[config.mk]
export PLATFORM = sky130hd
export DESIGN_NAME = hse_sort_ctrl
export DESIGN_NICKNAME = d
export VERILOG_FILES = /design/src/design/hse_pkg.sv /design/src/design/hse_sort_ctrl.sv
export SDC_FILE = /design/constraint.sdc
export NUM_CORES = 1
export LEC_CHECK = 0
export BUFFER_PORTS_ARGS = -buffer_cell sky130_fd_sc_hd__clkbuf_2
export CAP_MARGIN = 15
export CORE_AREA = 2 2 135 137
export CTS_BUF_LIST = sky130_fd_sc_hd__clkbuf_4 sky130_fd_sc_hd__clkbuf_8
export CTS_CLUSTER_DIAMETER = 120
export CTS_CLUSTER_SIZE = 28
export DETAILED_ROUTE_END_ITERATION = 7
export DIE_AREA = 0 0 137 139
export PLACE_DENSITY = 0.7
export REMOVE_ABC_BUFFERS = 1
export SYNTH_ARGS = -nofsm -noshare
export SYNTH_HDL_FRONTEND = slang
export SYNTH_SLANG_ARGS = --single-unit
[constraint.sdc]
create_clock -name clk -period 7.15 [get_ports clk]
set_input_delay 1.0725 -clock clk [delete_from_list [all_inputs] [get_ports clk]]
set_output_delay 1.0725 -clock clk [all_outputs]
set_load 0.02 [all_outputs]
[src/design/hse_pkg.sv]
`default_nettype none
// ----------------------------------------------------------------------------
// hse_pkg: shared types and constants for the heap sort engine
// Item layouts, command codes and the memory request bundle that the sort
// sequencer hands to the top level.
// ----------------------------------------------------------------------------
package hse_pkg;

    localparam int DATA_W       = 32;
    localparam int IDX_W        = 10;
    localparam int COUNT_W      = 11;
    // Widest store address over the supported capacity range
    localparam int ADDR_MAX_W   = 20;
    localparam int CAPACITY_DEF = 1024;

    typedef enum logic [1:0] {
        CMD_LOAD  = 2'd0,
        CMD_SORT  = 2'd1,
        CMD_READ  = 2'd2,
        CMD_CLEAR = 2'd3
    } cmd_t;

    typedef struct packed {
        cmd_t                     cmd;
        logic signed [DATA_W-1:0] value;
        logic [IDX_W-1:0]         index;
    } in_item_t;

    typedef struct packed {
        logic signed [DATA_W-1:0] data;
        logic [COUNT_W-1:0]       count;
        logic                     error;
    } out_item_t;

    // One read and one write request to the element store per cycle
    typedef struct packed {
        logic                     rd_en;
        logic [ADDR_MAX_W-1:0]    rd_addr;
        logic                     wr_en;
        logic [ADDR_MAX_W-1:0]    wr_addr;
        logic signed [DATA_W-1:0] wr_data;
    } mem_req_t;

endpackage
`default_nettype wire

[src/design/hse_sort_ctrl.sv]
`default_nettype none
// ----------------------------------------------------------------------------
// hse_sort_ctrl: in-place heap sort sequencer
// Builds a max-heap, then moves the root to the end of a shrinking heap.
// Sift-down carries the moving value in a register and writes each level
// once, so no step needs more than one read or one write on the element store.
// ----------------------------------------------------------------------------
module hse_sort_ctrl #(
    parameter int CAPACITY = hse_pkg::CAPACITY_DEF
) (
    input  wire logic                             clk,
    input  wire logic                             rst_n,
    input  wire logic                             start,
    input  wire logic [$clog2(CAPACITY+1)-1:0]    n,
    input  wire logic signed [hse_pkg::DATA_W-1:0] rd_data,
    output hse_pkg::mem_req_t                     req,
    output logic                                  busy,
    output logic                                  done
);

    localparam int AW = (CAPACITY > 1) ? $clog2(CAPACITY) : 1;
    localparam int CW = $clog2(CAPACITY + 1);

    typedef enum logic [3:0] {
        S_IDLE,
        S_BLD_RD,
        S_BLD_V,
        S_CHILD_L,
        S_CHILD_R,
        S_CMP,
        S_NEXT,
        S_EX_R0,
        S_EX_RK,
        S_EX_W,
        S_DONE
    } state_t;

    state_t                           state_reg, state_next;
    logic                             build_reg, build_next;
    logic [CW-1:0]                    n_reg, n_next;
    logic [CW-1:0]                    k_reg, k_next;
    logic [CW-1:0]                    size_reg, size_next;
    logic [AW-1:0]                    node_reg, node_next;
    logic signed [hse_pkg::DATA_W-1:0] v_reg, v_next;
    logic signed [hse_pkg::DATA_W-1:0] lval_reg, lval_next;
    logic                             right_ok_reg, right_ok_next;

    logic [AW+1:0]                    lc_w, rc_w, size_w;
    logic                             has_l, has_r;
    logic [CW-1:0]                    k_dec;
    logic signed [hse_pkg::DATA_W-1:0] best;
    logic [AW-1:0]                    best_idx;
    logic                             moved;

    // Child positions of the current node, two bits wider than a node index
    assign lc_w   = {1'b0, node_reg, 1'b1};
    assign rc_w   = lc_w + (AW+2)'(1);
    assign size_w = (AW+2)'(size_reg);
    assign has_l  = lc_w < size_w;
    assign has_r  = rc_w < size_w;
    assign k_dec  = k_reg - CW'(1);

    assign busy = (state_reg != S_IDLE);
    assign done = (state_reg == S_DONE);

    // Pick the largest of node value, left child and right child
    always_comb
    begin
        best     = v_reg;
        best_idx = node_reg;
        moved    = 1'b0;
        if (lval_reg > v_reg)
        begin
            best     = lval_reg;
            best_idx = lc_w[AW-1:0];
            moved    = 1'b1;
        end
        if (right_ok_reg && (rd_data > best))
        begin
            best     = rd_data;
            best_idx = rc_w[AW-1:0];
            moved    = 1'b1;
        end
    end

    // Sequencer next state and store requests
    always_comb
    begin
        state_next    = state_reg;
        build_next    = build_reg;
        n_next        = n_reg;
        k_next        = k_reg;
        size_next     = size_reg;
        node_next     = node_reg;
        v_next        = v_reg;
        lval_next     = lval_reg;
        right_ok_next = right_ok_reg;
        req           = '0;

        unique case (state_reg)
            S_IDLE:
            begin
                if (start)
                begin
                    n_next    = n;
                    size_next = n;
                    k_next    = n >> 1;
                    build_next = 1'b1;
                    if (n < CW'(2))
                        state_next = S_DONE;
                    else
                        state_next = S_BLD_RD;
                end
            end
            S_BLD_RD:
            begin
                req.rd_en   = 1'b1;
                req.rd_addr = hse_pkg::ADDR_MAX_W'(k_dec[AW-1:0]);
                node_next   = k_dec[AW-1:0];
                state_next  = S_BLD_V;
            end
            S_BLD_V:
            begin
                v_next     = rd_data;
                state_next = S_CHILD_L;
            end
            S_CHILD_L:
            begin
                if (has_l)
                begin
                    req.rd_en   = 1'b1;
                    req.rd_addr = hse_pkg::ADDR_MAX_W'(lc_w[AW-1:0]);
                    state_next  = S_CHILD_R;
                end
                else
                begin
                    req.wr_en   = 1'b1;
                    req.wr_addr = hse_pkg::ADDR_MAX_W'(node_reg);
                    req.wr_data = v_reg;
                    state_next  = S_NEXT;
                end
            end
            S_CHILD_R:
            begin
                lval_next     = rd_data;
                right_ok_next = has_r;
                if (has_r)
                begin
                    req.rd_en   = 1'b1;
                    req.rd_addr = hse_pkg::ADDR_MAX_W'(rc_w[AW-1:0]);
                end
                state_next = S_CMP;
            end
            S_CMP:
            begin
                req.wr_en   = 1'b1;
                req.wr_addr = hse_pkg::ADDR_MAX_W'(node_reg);
                req.wr_data = best;
                if (moved)
                begin
                    node_next  = best_idx;
                    state_next = S_CHILD_L;
                end
                else
                begin
                    state_next = S_NEXT;
                end
            end
            S_NEXT:
            begin
                if (build_reg)
                begin
                    if (k_reg == CW'(1))
                    begin
                        build_next = 1'b0;
                        k_next     = n_reg - CW'(1);
                        state_next = S_EX_R0;
                    end
                    else
                    begin
                        k_next     = k_dec;
                        state_next = S_BLD_RD;
                    end
                end
                else
                begin
                    if (k_reg == CW'(1))
                    begin
                        state_next = S_DONE;
                    end
                    else
                    begin
                        k_next     = k_dec;
                        state_next = S_EX_R0;
                    end
                end
            end
            S_EX_R0:
            begin
                req.rd_en   = 1'b1;
                req.rd_addr = '0;
                state_next  = S_EX_RK;
            end
            S_EX_RK:
            begin
                lval_next   = rd_data;
                req.rd_en   = 1'b1;
                req.rd_addr = hse_pkg::ADDR_MAX_W'(k_reg[AW-1:0]);
                state_next  = S_EX_W;
            end
            S_EX_W:
            begin
                // old root goes to the end, last element sifts from the root
                v_next      = rd_data;
                req.wr_en   = 1'b1;
                req.wr_addr = hse_pkg::ADDR_MAX_W'(k_reg[AW-1:0]);
                req.wr_data = lval_reg;
                node_next   = '0;
                size_next   = k_reg;
                state_next  = S_CHILD_L;
            end
            S_DONE:
            begin
                state_next = S_IDLE;
            end
            default:
            begin
                state_next = S_IDLE;
            end
        endcase
    end

    // Control state
    always_ff @(posedge clk or negedge rst_n)
    begin
        if (!rst_n)
            state_reg <= S_IDLE;
        else
            state_reg <= state_next;
    end

    // Loop counters and carried values
    always_ff @(posedge clk)
    begin
        build_reg    <= build_next;
        n_reg        <= n_next;
        k_reg        <= k_next;
        size_reg     <= size_next;
        node_reg     <= node_next;
        v_reg        <= v_next;
        lval_reg     <= lval_next;
        right_ok_reg <= right_ok_next;
    end

endmodule
`default_nettype wire

---- Word-level counts from Yosys, hierarchy flattened ----
Index checks and enable logic that the tools add are counted.
storage, ports and cells
  bits in registers ....................... 113
  input bits .............................. 46
  output and inout bits ................... 76
  word-level logic and storage cells ...... 77
operators by class
  add/sub/neg operators ................... 3
  $lt $le $gt $ge ......................... 5
  eq/ne operators ......................... 15
  multiplexer cells ....................... 32
  reduce and logical (&&, ||, !) cells .... 13
operator list
  kind                   count
  $pmux 53 s3            1
  $pmux 21 s5            1
  $gt 32x32->1           2
  $mux 32                2
  $mux 11                5
  $mux 53                1
  $pmux 11 s2            2
  $mux 21                2
  $pmux 4 s9             1
  $mux 10                3
  $pmux 10 s3            1
  $sub 11x1->11 const B  2
  $eq 4x3->1 const B     4
  $mux 4                 4
  $add 11x1->12 const B  1
  $eq 4x4->1 const B     3
  $lt 12x11->1           1
  $eq 11x1->1 const B    1
  $lt 11x11->1           1
  $lt 11x2->1 const B    1
  $eq 4x2->1 const B     2
  $mux 3                 2
  $ne 3x3->1 const B     2
  $reduce_and 2->1       3
  12 further kinds       20

---- Logic depth before layout (Yosys ltp) ----
  depth after elaboration ................. 7
  depth in mapped cells ................... 21
  mapped depth without buffers ............ 19

---- Least setup slack after synthesis ----
Ideal clock, no wire load.
  path type ............................... flip-flop to output port
  from .................................... register v_reg[7] (netlist name)
  to ...................................... output port req[0] (netlist name)
  arrival time ............................ 4.543 ns
  data required time ...................... 6.077 ns
  path slack .............................. 1.534 ns
  cell stages (with the launch flop) ...... 21
  path buffers ............................ 2
  cells stage by stage .................... edfxtp_1 -> inv_1 -> ha_1 -> a21oi_1 -> o21ai_0 -> a221oi_1 -> nor3_2 -> nor4_2 -> mux2i_1 -> clkbuf_1 -> a21oi_1 -> ha_1 -> a21oi_1 -> o21ai_1 -> a221o_1 -> o31ai_2 -> nor3b_2 -> o21ai_2 -> a31oi_2 -> buf_4 -> o221ai_2
RTL lines
  what                      line                  source
  start: declaration        hse_sort_ctrl.sv:44   logic signed [hse_pkg::DATA_W-1:0] v_reg, v_next;
  start signal: assignment  hse_sort_ctrl.sv:250  v_reg <= v_next;
  end: declaration          hse_sort_ctrl.sv:16   output hse_pkg::mem_req_t req,

==> results.yml <==
status:
  status: "finished, final reports clean"
final_layout:
  drive_above_1_share_pct: 19.3
  final_util_pct: 54.9
  antennaDiodeCount: 0
  finalNetCount: 1159
  layout_commonest_cell: "nand2_1"
  nFillCells: 1608
  final_cell_area_um2: 9690
  layout_common_cells: "nand2_1, edfxtp_1, clkbuf_2"
  area_delta_synth_final_pct: 12.5
power_and_ir_drop:
  ir_worst_vdd_uv: 201
  p_comb_share_pct: 54.7
  p_per_area_nw_per_um2: 407
  seqPwrFrac_pct: 29.9
  clockPowerShare_pct: 15.4
  leakage_nw: 4.26
  switching_share_pct: 47.0
  p_int_mw: 2.09
  switchingPower_mw: 1.85
die:
  row_count: 49
  die_w_um: 137
  die_area_um2: 19000
  io_pins: 122
  core_area_um2: 17700
  initial_utilization_pct: 48.8
  dieHeight_um: 139
job:
  maxCapViolCount: 0
sta:
  rsz0062_at_grt: "no"
  worst_pin_slew_ps: 1100
  hold_violations: 0
  skew_ps: 14.9
  maxSlewHeadroom_pct: 26.3
  period_needed_ps: 6700
  fin_ws_ps: 450
  fmax_mhz: 149
  fin_crit_sh_pct: 93.7
  final_max_slew_viol_count: 0
  setup_violations: 0
yosys:
  synthDistinctLibCells: 61
  netlist_instances: 930
  yosysWarnings: 0
  syn_area_per_cell_um2: 9.27
  synth.ff_latch_count: 113
  synth-edff-count: 109
  netlist_area_um2: 8620
  async_flop_share_pct: 3.54
  seq_area_frac_synth_pct: 39.1
  ys.flop_type: "edfxtp_1"
detailed_routing:
  postRouteAntennaNets: 0
  dr_wl_met3_mm: 1.20
  met1_length_mm: 9.62
  drc: 0
  top_layer_used: "met4"
  first_pass_iters: 7
  wire_per_inst_um: 17.4
  drt_iter0_markers: 628
  via_count: 7293
  via_per_inst: 5.77
  routed_wl_mm: 22.0
  wl_met2_mm: 10.8
clocking:
  cts-buffers-inserted: 17
  cts.reportedPaths.clkPinSlew_ps: 80
  cts_root_buffer: "clkbuf_8"
  h-tree-depth: 4
  clock_sinks: 113
  cts_hold_buffers: 0
  clock_latency_ps: 460
  tritoncts: "yes"
  clockBufferDepth: 2
placed_design:
  port_buffers: 101
  dpl.hpwl_mm: 16.6
  placement.cell_area_um2: 9260
  routabilityCongestion: 0.943
  place_ws_ps: 240
worst_setup_path:
  reg2reg_slack_ps: 1830
  cp_slowest_stage_delay_ps: 590
  crit_type: "reg2out"
  critPathRequiredTime_ps: 6080
  path_max_fanout: 32
  cp-start-kind: "flip-flop"
  end_kind: "output pin"
  crit_chain: "inv_1, ha_1, a21oi_1, o21ai_0, a221oi_1, nor3_2, nor4_4, mux2i_4, buf_4, a21oi_1, ha_1, nand4_1, nor4_1, a31oi_1, nand2_1, o22ai_1, o31a_4, o221ai_2, clkbuf_2"
  cp_slowest_cell: "o31a_4"
  arrival_ps: 5630
  reg2regPathDepth: 22
global_routing:
  grt_max_degree: 34
  grt_pass1_wl_mm: 35.0
  grt.overflow.total: 0
  grtUsageTotal_pct: 23.5
  antenna_found_initial: 0
  grt_pass1_vias: 6716
worst_hold_path:
  hold_class: "in2async"
synthesized netlist by cell type (7+ instances only):
cell | n | area, µm²
nor2_1 | 73 | 274
o211ai_1 | 9 | 67.6
a21oi_1 | 73 | 365
o221ai_2 | 30 | 450
xor2_1 | 13 | 114
nand3_1 | 28 | 140
or2_2 | 7 | 43.8
nor2b_1 | 9 | 56.3
o22ai_1 | 8 | 50.1
clkbuf_1 | 31 | 116
inv_1 | 94 | 353
o21ai_0 | 40 | 200
nor4_1 | 7 | 43.8
a22o_1 | 11 | 96.3
ha_1 | 91 | 1140
or4_1 | 11 | 82.6
edfxtp_1 | 109 | 3270
xnor2_1 | 12 | 105
nor3_1 | 16 | 80.1
nand4_1 | 15 | 93.8
buf_4 | 23 | 173
nand2_1 | 126 | 473
critical path: cells and delay by family, from the launching register on:
kind                     cells  cell delay [ps]
multiplexers                 1              330
AND/OR/NAND/NOR              5             1180
AO/OA/AOI/OAI                8             2080
buffers and inverters        3              530
adder cells (fa/ha/maj)      2              650
flip-flops                   1              390
repair_timing:
action | in CTS | in global routing
endpoints found under the setup margin | 32 | 32
resized for setup | 1 | 2
setup buffers | 0 | 2
cells by family after synthesis:
family | after synthesis | share of synthesized area [%]
AOI/OAI and AO/OA | 223 | 19.3
xor gates and xnor gates | 25 | 2.54
adders and majority gates | 91 | 13.2
buffers and inverters | 156 | 8.13
DFF | 113 | 39.1
muxes | 4 | 0.537
other | 1 | 0.0435
and+or+nand+nor | 317 | 17.1
per-stage QoR:
step,setup TNS [ps],power [mW],hold WS (ps),instances
2_1_floorplan,-48870,2.61,548,887
3_3_place_gp,0,3.26,617,1228
3_5_place_dp,0,3.30,629,1228
4_1_cts,0,3.92,405,1260
5_1_grt,0,4.24,394,1264
6_report,0,3.95,420,1264
final cells by class:
class	count	area (µm²)	share of cell area [%]
multi-input cells	680	4660	48.1
inverters	94	353	3.64
clock buffers	19	249	2.57
flip-flops and latches	113	3370	34.8
clock inverters	13	138	1.42
repair buffers	116	634	6.54
well taps	229	287	2.96
routing by layer:
metal  up-vias  GRT usage [%]
met5         -              0
met4         0           7.00
met3        22           4.64
met2       262           38.5
met1      3463           31.3
li1       3546              -
worst paths after layout:
check | start | to
max in group asynchronous | rst_n | state_reg[2]
min reg2reg | k_reg[10] | size_reg[10]
max | v_reg[7] | req[9]
max reg2reg | v_reg[7] | node_reg[9]
min in group clk | k_reg[10] | size_reg[10]
min | rst_n | state_reg[3]
power by group through the flow:
stage / Combinational [mW] / Sequential [mW] / Clock, mW
6_report: 2.16 / 1.18 / 0.606
3_3_place_gp: 2.07 / 1.18 / 0
4_1_cts: 2.13 / 1.17 / 0.613
3_5_place_dp: 2.12 / 1.19 / 0
2_1_floorplan: 1.49 / 1.13 / 0
5_1_grt: 2.39 / 1.21 / 0.645
Note: power is estimated with default switching activity, not from simulation.
